### src/hdl/bdph_pkg.sv
package bdph_pkg;

    localparam int CFG_TICK_W = 16;
    localparam int CFG_CODE_W = 8;
    localparam int CFG_IDX_W  = 3;
    localparam int KIND_W     = 2;

    localparam logic [CFG_IDX_W-1:0] IDX_DEBOUNCE  = 3'd0;
    localparam logic [CFG_IDX_W-1:0] IDX_LONGPRESS = 3'd1;
    localparam logic [CFG_IDX_W-1:0] IDX_PRESS     = 3'd2;
    localparam logic [CFG_IDX_W-1:0] IDX_BUMP      = 3'd3;
    localparam logic [CFG_IDX_W-1:0] IDX_HOLD      = 3'd4;

    localparam logic [CFG_TICK_W-1:0] RST_DEBOUNCE  = 16'd50;
    localparam logic [CFG_TICK_W-1:0] RST_LONGPRESS = 16'd1000;
    localparam logic [CFG_CODE_W-1:0] RST_PRESS     = 8'd0;
    localparam logic [CFG_CODE_W-1:0] RST_BUMP      = 8'd1;
    localparam logic [CFG_CODE_W-1:0] RST_HOLD      = 8'd2;

    localparam logic [KIND_W-1:0] KIND_PRESS = 2'd0;
    localparam logic [KIND_W-1:0] KIND_BUMP  = 2'd1;
    localparam logic [KIND_W-1:0] KIND_HOLD  = 2'd2;

    typedef struct packed {
        logic [CFG_TICK_W-1:0] debounce_ticks;
        logic [CFG_TICK_W-1:0] longpress_ticks;
        logic [CFG_CODE_W-1:0] press_code;
        logic [CFG_CODE_W-1:0] bump_code;
        logic [CFG_CODE_W-1:0] hold_code;
    } t_cfg;

    typedef struct packed {
        logic                  valid;
        logic [KIND_W-1:0]     kind;
        logic [CFG_CODE_W-1:0] code;
    } t_event;

endpackage

### src/hdl/bdph_core.sv
module bdph_core #(
    parameter int COUNT_BITS = 16
) (
    input  logic            i_clk,
    input  logic            i_rst_n,
    input  logic            i_accept,
    input  logic            i_pin_level,
    input  bdph_pkg::t_cfg  i_cfg,
    output bdph_pkg::t_event o_event
);
    import bdph_pkg::*;

    localparam int CW = (COUNT_BITS > CFG_TICK_W) ? COUNT_BITS : CFG_TICK_W;
    localparam logic [COUNT_BITS-1:0] CNT_MAX = {COUNT_BITS{1'b1}};

    logic                  r_stable;
    logic [COUNT_BITS-1:0] r_lock;
    logic [COUNT_BITS-1:0] r_age;
    logic                  n_stable;
    logic [COUNT_BITS-1:0] n_lock;
    logic [COUNT_BITS-1:0] n_age;

    logic                  sample_pressed;
    logic [COUNT_BITS-1:0] age_inc;
    logic [COUNT_BITS-1:0] lock_dec;
    logic                  check;
    logic                  fire;
    logic [CW-1:0]         deb_w;
    logic [COUNT_BITS-1:0] deb_sat;
    logic                  is_hold;

    always_comb begin
        sample_pressed = ~i_pin_level;
        age_inc  = (r_stable && r_age != CNT_MAX) ? r_age + 1'b1 : r_age;
        lock_dec = (r_lock == '0) ? '0 : r_lock - 1'b1;
        check    = (r_lock == '0) || (lock_dec == '0);
        fire     = check && (sample_pressed != r_stable);
        deb_w    = CW'(i_cfg.debounce_ticks);
        deb_sat  = (deb_w > CW'(CNT_MAX)) ? CNT_MAX : deb_w[COUNT_BITS-1:0];
        is_hold  = CW'(age_inc) > CW'(i_cfg.longpress_ticks);
    end

    always_comb begin
        n_stable = r_stable;
        n_lock   = lock_dec;
        n_age    = age_inc;
        if (fire) begin
            n_lock   = deb_sat;
            n_stable = sample_pressed;
            if (sample_pressed) begin
                n_age = '0;
            end
        end
    end

    always_comb begin
        o_event.valid = i_accept && fire;
        if (sample_pressed) begin
            o_event.kind = KIND_PRESS;
            o_event.code = i_cfg.press_code;
        end else if (is_hold) begin
            o_event.kind = KIND_HOLD;
            o_event.code = i_cfg.hold_code;
        end else begin
            o_event.kind = KIND_BUMP;
            o_event.code = i_cfg.bump_code;
        end
    end

    always_ff @(posedge i_clk) begin
        if (!i_rst_n) begin
            r_stable <= 1'b0;
            r_lock   <= '0;
            r_age    <= '0;
        end else if (i_accept) begin
            r_stable <= n_stable;
            r_lock   <= n_lock;
            r_age    <= n_age;
        end
    end

    a_toggle_on_event: assert property (@(posedge i_clk) disable iff (!i_rst_n)
        (i_rst_n && i_accept) |=> ((r_stable != $past(r_stable)) == $past(o_event.valid)))
        else $error("stable state changed without an event");

    a_press_clears_age: assert property (@(posedge i_clk) disable iff (!i_rst_n)
        (i_rst_n && o_event.valid && o_event.kind == KIND_PRESS) |=> (r_age == '0))
        else $error("press did not clear press age");

    a_idle_holds_lock: assert property (@(posedge i_clk) disable iff (!i_rst_n)
        (i_rst_n && !i_accept) |=> ($stable(r_lock) && $stable(r_age)))
        else $error("counters moved without a beat");

    a_release_kind: assert property (@(posedge i_clk) disable iff (!i_rst_n)
        (o_event.valid && o_event.kind != KIND_PRESS) |-> r_stable)
        else $error("release event while released");

endmodule

### src/hdl/button_debounce_press_hold_unit.sv
// Debounces an active-low button pin sampled once per input beat and reports
// press, short release (bump) and long release (hold) events with configurable
// codes. A new sample can be taken every clock cycle while o_in_stall is low; each
// accepted beat updates the lockout and press-age counters, and at most one event
// is registered into the output register per beat. The output register lets a new
// sample in while an event waits; the input stalls only when that register is
// full and the downstream side stalls. COUNT_BITS sets the counter width;
// lockout lengths above its range saturate. Write configuration only while idle.
module button_debounce_press_hold_unit #(
    parameter int COUNT_BITS = 16
) (
    input  logic                            i_clk,
    input  logic                            i_rst_n,
    input  logic                            i_cfg_we,
    input  logic [bdph_pkg::CFG_IDX_W-1:0]  i_cfg_index,
    input  logic [bdph_pkg::CFG_TICK_W-1:0] i_cfg_data,
    input  logic                            i_in_valid,
    output logic                            o_in_stall,
    input  logic                            i_pin_level,
    output logic                            o_out_valid,
    input  logic                            i_out_stall,
    output logic [bdph_pkg::KIND_W-1:0]     o_event_kind,
    output logic [bdph_pkg::CFG_CODE_W-1:0] o_event_code
);
    import bdph_pkg::*;

    t_cfg                  r_cfg;
    t_event                ev;
    logic                  accept;
    logic                  r_out_valid;
    logic [KIND_W-1:0]     r_kind;
    logic [CFG_CODE_W-1:0] r_code;

    assign o_in_stall = r_out_valid && i_out_stall;
    assign accept     = i_in_valid && !o_in_stall;

    always_ff @(posedge i_clk) begin
        if (!i_rst_n) begin
            r_cfg.debounce_ticks  <= RST_DEBOUNCE;
            r_cfg.longpress_ticks <= RST_LONGPRESS;
            r_cfg.press_code      <= RST_PRESS;
            r_cfg.bump_code       <= RST_BUMP;
            r_cfg.hold_code       <= RST_HOLD;
        end else if (i_cfg_we) begin
            case (i_cfg_index)
                IDX_DEBOUNCE:  r_cfg.debounce_ticks  <= i_cfg_data;
                IDX_LONGPRESS: r_cfg.longpress_ticks <= i_cfg_data;
                IDX_PRESS:     r_cfg.press_code      <= i_cfg_data[CFG_CODE_W-1:0];
                IDX_BUMP:      r_cfg.bump_code       <= i_cfg_data[CFG_CODE_W-1:0];
                IDX_HOLD:      r_cfg.hold_code       <= i_cfg_data[CFG_CODE_W-1:0];
                default: begin
                end
            endcase
        end
    end

    bdph_core #(
        .COUNT_BITS(COUNT_BITS)
    ) u_core (
        .i_clk       (i_clk),
        .i_rst_n     (i_rst_n),
        .i_accept    (accept),
        .i_pin_level (i_pin_level),
        .i_cfg       (r_cfg),
        .o_event     (ev)
    );

    always_ff @(posedge i_clk) begin
        if (!i_rst_n) begin
            r_out_valid <= 1'b0;
        end else if (accept) begin
            r_out_valid <= ev.valid;
        end else if (!i_out_stall) begin
            r_out_valid <= 1'b0;
        end
    end

    always_ff @(posedge i_clk) begin
        if (accept && ev.valid) begin
            r_kind <= ev.kind;
            r_code <= ev.code;
        end
    end

    assign o_out_valid  = r_out_valid;
    assign o_event_kind = r_kind;
    assign o_event_code = r_code;

endmodule
### config.mk
export PLATFORM = sky130hd
export DESIGN_NAME = button_debounce_press_hold_unit
export DESIGN_NICKNAME = d
export VERILOG_FILES = /design/src/hdl/bdph_pkg.sv /design/src/hdl/bdph_core.sv /design/src/hdl/button_debounce_press_hold_unit.sv
export SDC_FILE = /design/constraint.sdc
export NUM_CORES = 1
export LEC_CHECK = 0
export ABC_AREA = 1
export BUFFER_PORTS_ARGS = -buffer_cell sky130_fd_sc_hd__clkbuf_2
export CAP_MARGIN = 25
export CORE_ASPECT_RATIO = 1.2
export CORE_UTILIZATION = 63
export CTS_BUF_LIST = sky130_fd_sc_hd__clkbuf_8
export DETAILED_ROUTE_END_ITERATION = 6
export PLACE_DENSITY = 0.86
export SLEW_MARGIN = 40
export SYNTH_ARGS = -nofsm -noshare
export SYNTH_HDL_FRONTEND = slang
export SYNTH_SLANG_ARGS = --single-unit
### constraint.sdc
create_clock -name i_clk -period 3.9 [get_ports i_clk]
set_clock_uncertainty 0.15 [all_clocks]
set_input_delay 0.195 -clock i_clk [delete_from_list [all_inputs] [get_ports i_clk]]
set_output_delay 0.195 -clock i_clk [all_outputs]
set_load 0.02 [all_outputs]
# Word level (Yosys, flattened, before mapping)
# Cells that the tools add are included.
[word_totals] reg_bits=100 latch_bits=0 ram_bits=0 romBits=0 wordCells=50 mem_count=0
[classes] addsub=2 mul=0 n_div=0 n_lt_le_gt_ge=2 n_eq_ne=7 shifts=0 muxes=10 bitwise=1 n_reduce_logical=17
[op_table] op="$mux W16" count=6
[op_table] op="$logic_not A16 Y1" count=2
[op_table] op="$add A16 B1 Y16 const B" count=1
[op_table] op="$gt A16 B16 Y1" count=1
[op_table] op="$gt A16 B16 Y1 const B" count=1
[op_table] op="$ne A16 B16 Y1 const B" count=1
[op_table] op="$sub A16 B1 Y16 const B" count=1
[op_table] op="$reduce_and A2 Y1" count=6
[op_table] op="$mux W10" count=1
[op_table] op="$mux W8" count=1
[op_table] op="$eq A3 B2 Y1 const B" count=2
[op_table] op="$logic_and A1 B1 Y1" count=6
[op_table] op="$eq A3 B1 Y1 const B" count=1
[op_table] op="$eq A3 B3 Y1 const B" count=1
[op_table] op="$logic_not A3 Y1" count=1
[op_table] op="$mux W1" count=2
[op_table] op="$ne A2 B1 Y1 const B" count=1
[op_table] op="$logic_not A1 Y1" count=1
[op_table] op="$logic_or A1 B1 Y1" count=1
[op_table] op="$ne A1 B1 Y1" count=1
[op_table] op="$not A1 Y1" count=1

# Longest topological paths before layout
# Gate-level depths: netlist (run 1).
[depth] word_depth=7 ltp_mapped=22

# Hierarchy
# Synthesis (run 1) repeated with hierarchy kept, for this count alone.
[hier_totals] hier_cells=869 hier_area_um2=5715.5
[modules_own_cells] module="bdph_core" instances=1 cells_per_inst=526 area_per_inst_um2=3125.5 seq_area_each_um2=660.6
[modules_own_cells] module="button_debounce_press_hold_unit" instances=1 cells_per_inst=343 area_per_inst_um2=2590.0 seq_area_each_um2=1441.4

# Worst setup path before layout (run 1)
# No wires, ideal clock.
[synth_timing] path_kind="reg2reg" start="register u_core.r_age[0]" end="register r_code[0] (netlist: o_event_code[0]), data pin" arrival_time_ns=2.655 required_ns=3.615 setup_slack_ns=0.960 stages_incl_launch_ff=19 path_buffers=1 period_less_slack_ns=2.940 cell_sequence="dfxtp_1 > ha_1 > nand2_1 > nor2_1 > nand3_1 > nand2_1 > inv_1 > clkbuf_1 > o21ai_0 > inv_1 > ha_1 > nand2_1 > o21a_1 > o221a_2 > nand2_1 > nand2_1 > nor2_1 > nand2_1 > nand3_1"
[synth_rtl] item="start, declared" line="bdph_core.sv:18" text="logic [COUNT_BITS-1:0] r_age;"
[synth_rtl] item="start signal, assigned" line="bdph_core.sv:78" text="r_age <= n_age;"
[synth_rtl] item="end signal, assigned" line="button_debounce_press_hold_unit.sv:81" text="r_code <= ev.code;"
[synth_rtl] item="end, declared" line="button_debounce_press_hold_unit.sv:32" text="logic [CFG_CODE_W-1:0] r_code;"

==> results of run 1 <==
power groups by stage:
stage / Clock [W] / Sequential (W) / Combinational, W
after floorplan: 0 / 0.00119 / 0.00109
after global placement: 0 / 0.00121 / 0.00129
after detailed placement: 0 / 0.00121 / 0.00133
after CTS: 0.000668 / 0.00118 / 0.00135
after global routing: 0.000702 / 0.00120 / 0.00154
final: 0.000658 / 0.00119 / 0.00135
synthesized netlist by cell type, drive strengths merged:
cell,number
a21oi,63
and2,1
buf,8
clkbuf,19
clkinv,2
dfxtp,90
edfxtp,10
ha,18
inv,87
nand2,184
nand3,68
nand3b,1
nand4,26
nor2,100
nor3,5
nor4,2
o211ai,9
o21a,2
o21ai,52
o21bai,2
o221a,1
o221ai,1
xnor2,6
xor2,10
kinds of logic (layout without fill, tap and decap cells):
kind of cell / Yosys count / after routing / share of synthesized area (%)
AND/OR/NAND/NOR: 387 / 387 / 31.9
adder cells (fa/ha/maj): 18 / 18 / 4.24
buffers and inverters: 116 / 157 / 8.62
XOR/XNOR: 16 / 16 / 2.64
AO/OA/AOI/OAI: 130 / 130 / 13.1
other: 0 / 1 / 0
flip-flops: 100 / 100 / 39.6
worst reg2reg max path: stages (launching register included):
cell and delay (ns):
dfxtp_1 0.37, ha_1 0.23, nand2_1 0.07, nor2_1 0.04, nand3_1 0.05, nand2_1 0.10, inv_1 0.35, nand3_1 0.19
nor2_1 0.15, xnor2_1 0.13, inv_1 0.08, ha_1 0.28, nand4_1 0.10, nor3_1 0.28, nand2_1 0.09, nand2_1 0.10
nand2_1 0.07, nor2_2 0.31, nand2_1 0.11, nand3_1 0.10
metal layers:
layer / share of wire (%) / track usage, % / up-vias
li1: - / - / 2590
met1: 42 / 37.6 / 2353
met2: 50 / 57.1 / 165
met3: 5.5 / 4.48 / 35
met4: 2.7 / 12.7 / 0
met5: 0 / 0 / -
flip-flops by register name, summed over array words and instances, names as in the netlist:
name             cells
o_event_kind         2
u_core.r_stable      1
u_core.r_lock       16
o_event_code         8
r_cfg               56
o_out_valid          1
u_core.r_age        16
final cells by class:
class | instances | area [um2] | share of cell area (%)
tap | 114 | 143 | 2.43
clock buffer | 9 | 124 | 2.11
antenna | 1 | 2.50 | 0.0426
multi-input combinational | 551 | 2760 | 47.0
sequential | 100 | 2100 | 35.8
inverter | 89 | 334 | 5.69
clock inverter | 7 | 75.1 | 1.28
timing repair buffer | 52 | 328 | 5.59
worst min-delay path by stage:
stage                        endpoint  slack [ns]
3_3_place_gp   r_cfg[40]$_SDFFE_PN0P_        0.29
3_5_place_dp   r_cfg[48]$_SDFFE_PN0P_        0.30
5_1_grt        r_cfg[20]$_SDFFE_PN0P_        0.01
6_report       r_cfg[30]$_SDFFE_PN1P_    -0.00003
2_1_floorplan   r_cfg[1]$_SDFFE_PN1P_        0.16
4_1_cts        r_cfg[53]$_SDFFE_PN0P_      0.0005
stage by stage:
step	utilization, %	hold WS (ns)	cells	area [um2]
global placement	68.0	0.293	895	5550
global route	72.0	0.0119	922	5870
finish	72.0	-0.0000270	923	5870
CTS	71.8	0.000494	922	5860
floorplan	-	0.158	767	5310
detailed placement	68.0	0.303	895	5550
repair_timing:
item	in CTS	in global routing
hold buffers	11	0
buffers inserted	0	0
resized for setup	0	2
endpoints found under the hold margin	15	0
endpoints found under the setup margin	0	8
==> out/results.ini, run 1 <==
[outcome]
status=finished with violations
violations=hold timing

[final_layout]
fillers=665
most-common-layout-cells=nand2_1 (180), nor2_1 (90), dfxtp_1 (90)
drive_above_1_share_pct=9.78
layout_commonest_cell=nand2_1
area_growth_pct=10.5
nets=846

[min_path]
whs_path_depth=3
hold_path.class=in -> reg
hold_start=i_cfg_data[6]

[setup_path]
cp.buffers_inverters=2
cpMaxStageDelayCell=dfxtp_1
required_ns=3.99
r2r-start=u_core.r_age[0]$_SDFFE_PN0P_
reg2reg_to=o_event_code[4]$_DFFE_PP_
end_kind=flop
startpoint_type=flop
critPathTopFamily=simple AND/OR/NAND/NOR gates
cp.depth=19
r2r_cells=19
arrival_ns=3.56
critPathCapture=o_event_code[4]$_DFFE_PP_
crit_top_cell=nand2_1
cp_max_fo=17
startpoint=u_core.r_age[0]$_SDFFE_PN0P_
path_class=reg -> reg
r2r_slack_ns=0.43
cpPeakStageDelay_ns=0.37
critical_path.cell_chain=ha_1 > nand2_1 > nor2_1 > nand3_1 > nand2_1 > inv_1 > nand3_1 > nor2_1 > xnor2_1 > inv_1 > ha_1 > nand4_1 > nor3_1 > nand2_1 > nand2_1 > nand2_1 > nor2_2 > nand2_1 > nand3_1

[yosys]
synth_top_area_cell=dfxtp_1
yosysWarnings=0
yosys-top-cells-area=dfxtp_1 (34%), nand2_1 (13%), nor2_1 (6.6%)
syn_area_per_cell_um2=6.92
synth_nets=810
netlist.area_leader.share_pct=33.9
syn_inst=767
synth_cell_types=34
syn-cell-area_um2=5310
synth-seq-area-share_pct=39.6
ys_ff_latch=100

[sta]
relSlewSlack_pct=54.2
fin_crit_sh_pct=89.0
tns_ns=0
finalHoldViolations=1
setup_slack_ns=0.427
slew_viol_final=0
rsz0062_at_grt=no
max_freq_mhz=288
finalCriticalPeriod_ns=3.47
whs_ns=-0.0000270
worstMarginPinSlew_ns=0.682
finalSetupViolations=0

[cts]
clock_latency_ns=0.36
cts_tree=done
clk_pin_slew_worst_paths_ns=0.11
cts_buffers=9
clk_path_buf_depth=2
clkSinkCount=100
htree_levels=3
root_buffer=clkbuf_8

[floorplan]
dieHeight_um=103
dieArea_um2=8800
die-width_um=85.8
std_cell_rows=36
core_um2=8150
start_util_pct=65.1
io_pins=37

[power_and_ir_drop]
combPwrFrac_pct=42.3
intPower_w=0.00181
p_leak_nw=2.63
p_switching_w=0.00139
power_frac_seq_pct=37.1
switching_share_pct=43.4
irDropWorstVdd_uv=279
finalPower_w=0.00320
power_density_nw_per_um2=545
pwr-share-clk_pct=20.6

[placed_design]
gp_congestion=0.899
pre_cts_slack_ns=0.230
dp_hpwl_um=9680
numPortBuffers=36

[detailed_routing]
wl_per_cell_um=14.3
ant_nets=0
drt_iter0_drc=382
via_count=5143
firstDrtPassIters=5
viasPerCell=5.57
wirelength_um=13200
drc=0

[job]
drv_cap=0

[global_routing]
antenna_found_initial=0
grt_first_pass_wirelength_um=21700
track_usage_pct=31.4
grt_remaining_overflow=0
grt_start_max_net_pins=57
grt_pass1_vias=4802

No activity file was read; power rests on OpenSTA's default activity.
==> run 2: changes to the inputs <==
Clock period 3.9 ns to 3.45 ns, I/O delays scaled along.
==> out/results.ini, run 2 (same netlist as run 1, synthesis figures left out) <==
[sta]
tns_ns=0  ; unchanged
fin_crit_sh_pct=93.9  ; +4.9 points
relSlewSlack_pct=49.5  ; -4.6 points
worstMarginPinSlew_ns=0.751  ; +0.0688 ns
whs_ns=-0.00571  ; -0.00568 ns
slew_viol_final=0  ; unchanged
finalSetupViolations=0  ; unchanged
max_freq_mhz=309  ; +7.2%
rsz0062_at_grt=yes
finalCriticalPeriod_ns=3.24  ; -0.233 ns
finalHoldViolations=2  ; +1

[floorplan]
io_pins=37  ; unchanged
die-width_um=85.8  ; unchanged
std_cell_rows=36  ; unchanged
core_um2=8150  ; unchanged
dieHeight_um=103  ; unchanged
dieArea_um2=8800  ; unchanged
start_util_pct=65.1  ; unchanged

[final_layout]
nets=864  ; +2.1%
area_growth_pct=13.1
diodes=0  ; -1
largestRegisters=r_cfg: 56 flops, u_core.r_age: 16 flops, u_core.r_lock: 16 flops
layout_commonest_cell=nand2_1
fin_area_um2=6010  ; +2.3%
finish.utilization_pct=73.7  ; +1.7 points
drive_above_1_share_pct=10.7  ; +0.88 points
fin_cells=940  ; +1.8%
fillers=660  ; -0.75%
most-common-layout-cells=nand2_1 (180), nor2_1 (92), dfxtp_1 (90)
largest_register=r_cfg
largest_reg_flops=56  ; unchanged

[detailed_routing]
drt_iter0_drc=413  ; +8.1%
ant_nets=0  ; unchanged
wl_per_cell_um=14.4  ; +0.75%
drc=0  ; unchanged
wirelength_um=13500  ; +2.6%
viasPerCell=5.56  ; -0.17%
firstDrtPassIters=5  ; unchanged
via_count=5229  ; +1.7%

[cts]
clk_path_buf_depth=2  ; unchanged
clkSinkCount=100  ; unchanged
clock_latency_ns=0.38  ; +0.02 ns
root_buffer=clkbuf_8
cts_tree=done
cts_buffers=9  ; unchanged
htree_levels=3  ; unchanged
clk_pin_slew_worst_paths_ns=0.10  ; about the same

[global_routing]
grt_start_max_net_pins=36  ; -37%
grt_remaining_overflow=0  ; unchanged
grt_pass1_vias=4848  ; +0.96%
antenna_found_initial=0  ; unchanged
grt_first_pass_wirelength_um=22600  ; +4.3%
track_usage_pct=32.8  ; +1.3 points

[setup_path]
required_ns=3.55  ; -0.44 ns
startpoint_type=flop
cp_max_fo=11  ; -6
arrival_ns=3.34  ; -0.22 ns
end_kind=flop
path_class=reg -> reg

[placed_design]
numPortBuffers=36  ; unchanged
gp_congestion=0.979  ; +9.0%
dp_hpwl_um=9690  ; about the same
placed_area_um2=5640  ; +1.6%
dp_cells=907  ; +1.3%

[power_and_ir_drop]
p_leak_nw=2.71  ; +3.1%
irDropWorstVdd_uv=236  ; -15%
power_density_nw_per_um2=594  ; +9.0%

[min_path]
hold_path.class=in -> reg

[outcome]
violations=hold timing
status=finished with violations

[job]
drv_cap=0  ; unchanged

[run 2: per-stage QoR]
stage          total power, W  setup slack, ns
6_report              0.00357            0.211
5_1_grt               0.00384          -0.0239
4_1_cts               0.00355            0.160
3_5_place_dp          0.00286          -0.0183
3_3_place_gp          0.00281            0.186
2_1_floorplan         0.00257            0.510
[run 2: layout make-up]
cell class / count / area, um2 / share of cell area, %
Clock buffer: 9 / 124 / 2.06
Clock inverter: 7 / 51.3 / 0.854
Inverter: 89 / 334 / 5.56
Multi-Input combinational cell: 551 / 2780 / 46.2
Sequential cell: 100 / 2100 / 35.0
Tap cell: 114 / 143 / 2.37
Timing Repair Buffer: 70 / 478 / 7.96
[run 2: per-layer routing]
metal  track usage [%]  share of wire [%]
met1              40.5                 43
met2              57.8                 49
met3              3.92                4.6
met4              14.7                2.7
met5                 0                  0
[run 2: worst paths after layout]
check	startpoint	endpoint	slack, ns	cells past startpoint
worst max-delay path	u_core.r_age[1]$_SDFFE_PN0P_	o_event_code[4]$_DFFE_PP_	0.21	18
worst min-delay path	i_cfg_data[11]	r_cfg[51]$_SDFFE_PN0P_	-0.006	3
worst max register to register	u_core.r_age[1]$_SDFFE_PN0P_	o_event_code[4]$_DFFE_PP_	0.21	18
worst min register to register	r_cfg[52]$_SDFFE_PN0P_	r_cfg[52]$_SDFFE_PN0P_	0.32	2
[run 2: power breakdown]
group | total (W) | internal (W) | switching, W
clock network | 0.000698 | 0.000266 | 0.000432
registers | 0.00134 | 0.00126 | 0.0000846
logic | 0.00153 | 0.000506 | 0.00102
[run 2: critical path, cell delays in order (launching register included)]
cell and delay (ns):
dfxtp_1 0.39, ha_1 0.19, nand2_1 0.06, nor2_1 0.09, nand3_1 0.07, nand2_1 0.11, inv_1 0.13, buf_4 0.19
o21ai_0 0.17, inv_1 0.11, ha_1 0.33, nand4_1 0.13, o221ai_1 0.26, nand2_1 0.08, nand2_1 0.12, nand2_1 0.11
nor2_4 0.21, nand2_1 0.10, nand3_1 0.09
[run 2: what timing repair did]
item / in CTS / in global routing
pin swaps: 0 / 0
resized for setup: 2 / 3
setup buffers: 0 / 0
endpoints found under the setup margin: 8 / 8
endpoints found under the hold margin: 38 / 0
hold buffers: 17 / 0
==> run 3: changes to the inputs <==
Settings changed: MAX_ROUTING_LAYER from default to met4.
==> out/results.ini, run 3 (same netlist as run 1, synthesis figures left out) <==
[global_routing]
track_usage_pct=32.9  ; +0.16 points
grt_pass1_vias=4837  ; -0.23%
groute.layer.met3.usage_pct=5.76  ; +1.8 points
grt_first_pass_wirelength_um=21900  ; -2.8%
grt_remaining_overflow=0  ; unchanged
grtUsageMet1_pct=37.6  ; -2.9 points
antenna_found_initial=0  ; unchanged
grt_start_max_net_pins=46  ; +28%
grt_util_met2_pct=58.0  ; +0.18 points
busiest_layer=met2

[setup_path]
required_ns=3.42  ; -0.13 ns
arrival_ns=3.31  ; -0.03 ns
r2r_slack_ns=0.10  ; -0.11 ns
r2r_cells=19  ; +1
end_kind=flop
crit_top_cell=nand2_1
critical_path.cell_chain=nand2_1 > inv_1 > nand2_1 > nor2_1 > nand3_1 > nand2_2 > inv_2 > buf_4 > o21ai_0 > inv_1 > ha_1 > nand4_1 > nor3_1 > nand2_2 > nand2_1 > nor2_4 > buf_4 > nand2_1 > nand3_1
r2r-start=u_core.r_age[7]$_SDFFE_PN0P_
cpPeakStageDelay_ns=0.40  ; about the same
critPathCapture=o_event_code[6]$_DFFE_PP_
cp_max_fo=10  ; -1
startpoint_type=flop
path_class=reg -> reg
startpoint=u_core.r_age[7]$_SDFFE_PN0P_
reg2reg_to=o_event_code[6]$_DFFE_PP_
cpMaxStageDelayCell=dfxtp_2

[sta]
finalHoldViolations=0  ; -2
finalSetupViolations=0  ; unchanged
finalCriticalPeriod_ns=3.35  ; +0.108 ns
fin_crit_sh_pct=97.0  ; +3.1 points
slew_viol_final=0  ; unchanged
worstMarginPinSlew_ns=0.738  ; -0.0130 ns
max_freq_mhz=299  ; -3.2%
relSlewSlack_pct=50.4  ; +0.87 points

[final_layout]
area_growth_pct=14.4
nets=867  ; +0.35%
largest_register=r_cfg
layout_commonest_cell=nand2_1
largestRegisters=r_cfg: 56 flops, u_core.r_age: 16 flops, u_core.r_lock: 16 flops
drive_above_1_share_pct=12.9  ; +2.3 points
fin_cells=943  ; +0.32%
most-common-layout-cells=nand2_1 (177), nor2_1 (89), inv_1 (86)
largest_reg_flops=56  ; unchanged
diodes=0  ; unchanged

[power_and_ir_drop]
irDropWorstVdd_uv=291  ; +23%
power_density_nw_per_um2=585  ; -1.5%
p_leak_nw=2.76  ; +1.8%
finalPower_w=0.00355  ; -0.39%

[outcome]
status=finished clean

[cts]
clkSinkCount=100  ; unchanged
cts_tree=done
clk_pin_slew_worst_paths_ns=0.09  ; about the same
htree_levels=3  ; unchanged
clk_path_buf_depth=2  ; unchanged
clock_latency_ns=0.38  ; about the same
root_buffer=clkbuf_8
cts_buffers=9  ; unchanged

[floorplan]
die-width_um=85.8  ; unchanged
start_util_pct=65.1  ; unchanged
io_pins=37  ; unchanged
core_um2=8150  ; unchanged
dieArea_um2=8800  ; unchanged
dieHeight_um=103  ; unchanged
std_cell_rows=36  ; unchanged

[job]
drv_cap=0  ; unchanged

[detailed_routing]
ant_nets=0  ; unchanged
wl_per_cell_um=14.6  ; +1.4%
drc=0  ; unchanged
firstDrtPassIters=5  ; unchanged
via_count=5274  ; +0.86%
drt_iter0_drc=399  ; -3.4%
viasPerCell=5.59  ; +0.54%
wirelength_um=13800  ; +1.8%

[placed_design]
gp_congestion=1.03  ; +5.1%
dp_cells=905  ; -0.22%
numPortBuffers=36  ; unchanged
dp_hpwl_um=9810  ; +1.3%

[min_path]
hold_path.class=in -> reg

-- run 3: changes by cell type in the layout (fill, tap and decap cells not counted), sizes merged --
cell	delta
clkinvlp	-2
buf	+1
clkinv	+2
dlygate4sd3	+1
clkbuf	+1
-- run 3: metrics by stage --
stage	util, %	TNS, ns	hold slack, ns	cell area [um2]	worst slack, ns
CTS	73.3	0	0.0167	5980	0.109
finish	74.5	0	0.0475	6080	0.102
global placement	69.0	0	0.281	5620	0.179
global route	74.5	-0.343	0.0653	6080	-0.0583
floorplan	-	0	0.136	5310	0.510
detailed placement	69.0	-0.0432	0.295	5620	-0.0266
-- run 3: repair_timing --
| item | in CTS | in global routing |
|---|---|---|
| pin swaps | 0 | 3 |
| endpoints found under the setup margin | 7 | 10 |
| hold buffers | 18 | 0 |
| gates resized for setup | 2 | 22 |
| endpoints found under the hold margin | 40 | 0 |
| setup buffers | 0 | 4 |
-- run 3: report_power, final --
| group | internal, W | switching, W |
|---|---|---|
| logic | 0.000507 | 0.00104 |
| registers | 0.00126 | 0.0000835 |
| clock network | 0.000262 | 0.000405 |
| total | 0.00203 | 0.00153 |
-- run 3: worst max-delay path, delay by kind of cell, from the launching register on --
kind	cells	cell delay, ns
simple gates	12	1.37
flops	1	0.40
compound gates	1	0.24
fa+ha+maj	1	0.33
buf+inv	5	0.60
-- run 3: area by class of cell --
class | instances | area (um2)
fill | 626 | 2080
clock inverter | 7 | 46.3
clock buffer | 9 | 124
sequential | 100 | 2110
timing repair buffer | 73 | 500
multi-input combinational | 551 | 2820
inverter | 89 | 334
tap | 114 | 143
-- run 3: how the worst min path moves through the flow --
stage,slack [ns],cells after the start,endpoint,startpoint
after floorplan,0.14,2,r_cfg[1]$_SDFFE_PN1P_,i_cfg_data[1]
after global placement,0.28,3,r_cfg[32]$_SDFFE_PN1P_,i_cfg_data[8]
after detailed placement,0.30,3,r_cfg[32]$_SDFFE_PN1P_,i_cfg_data[8]
after CTS,0.02,3,r_cfg[37]$_SDFFE_PN0P_,i_rst_n
after global routing,0.07,3,r_cfg[34]$_SDFFE_PN0P_,i_rst_n
final,0.05,3,r_cfg[37]$_SDFFE_PN0P_,i_rst_n
-- run 3: per-layer routing --
layer,vias up,routed length [um]
li1,2626,-
met1,2400,5520
met2,208,6930
met3,40,904
met4,0,428
met5,-,0
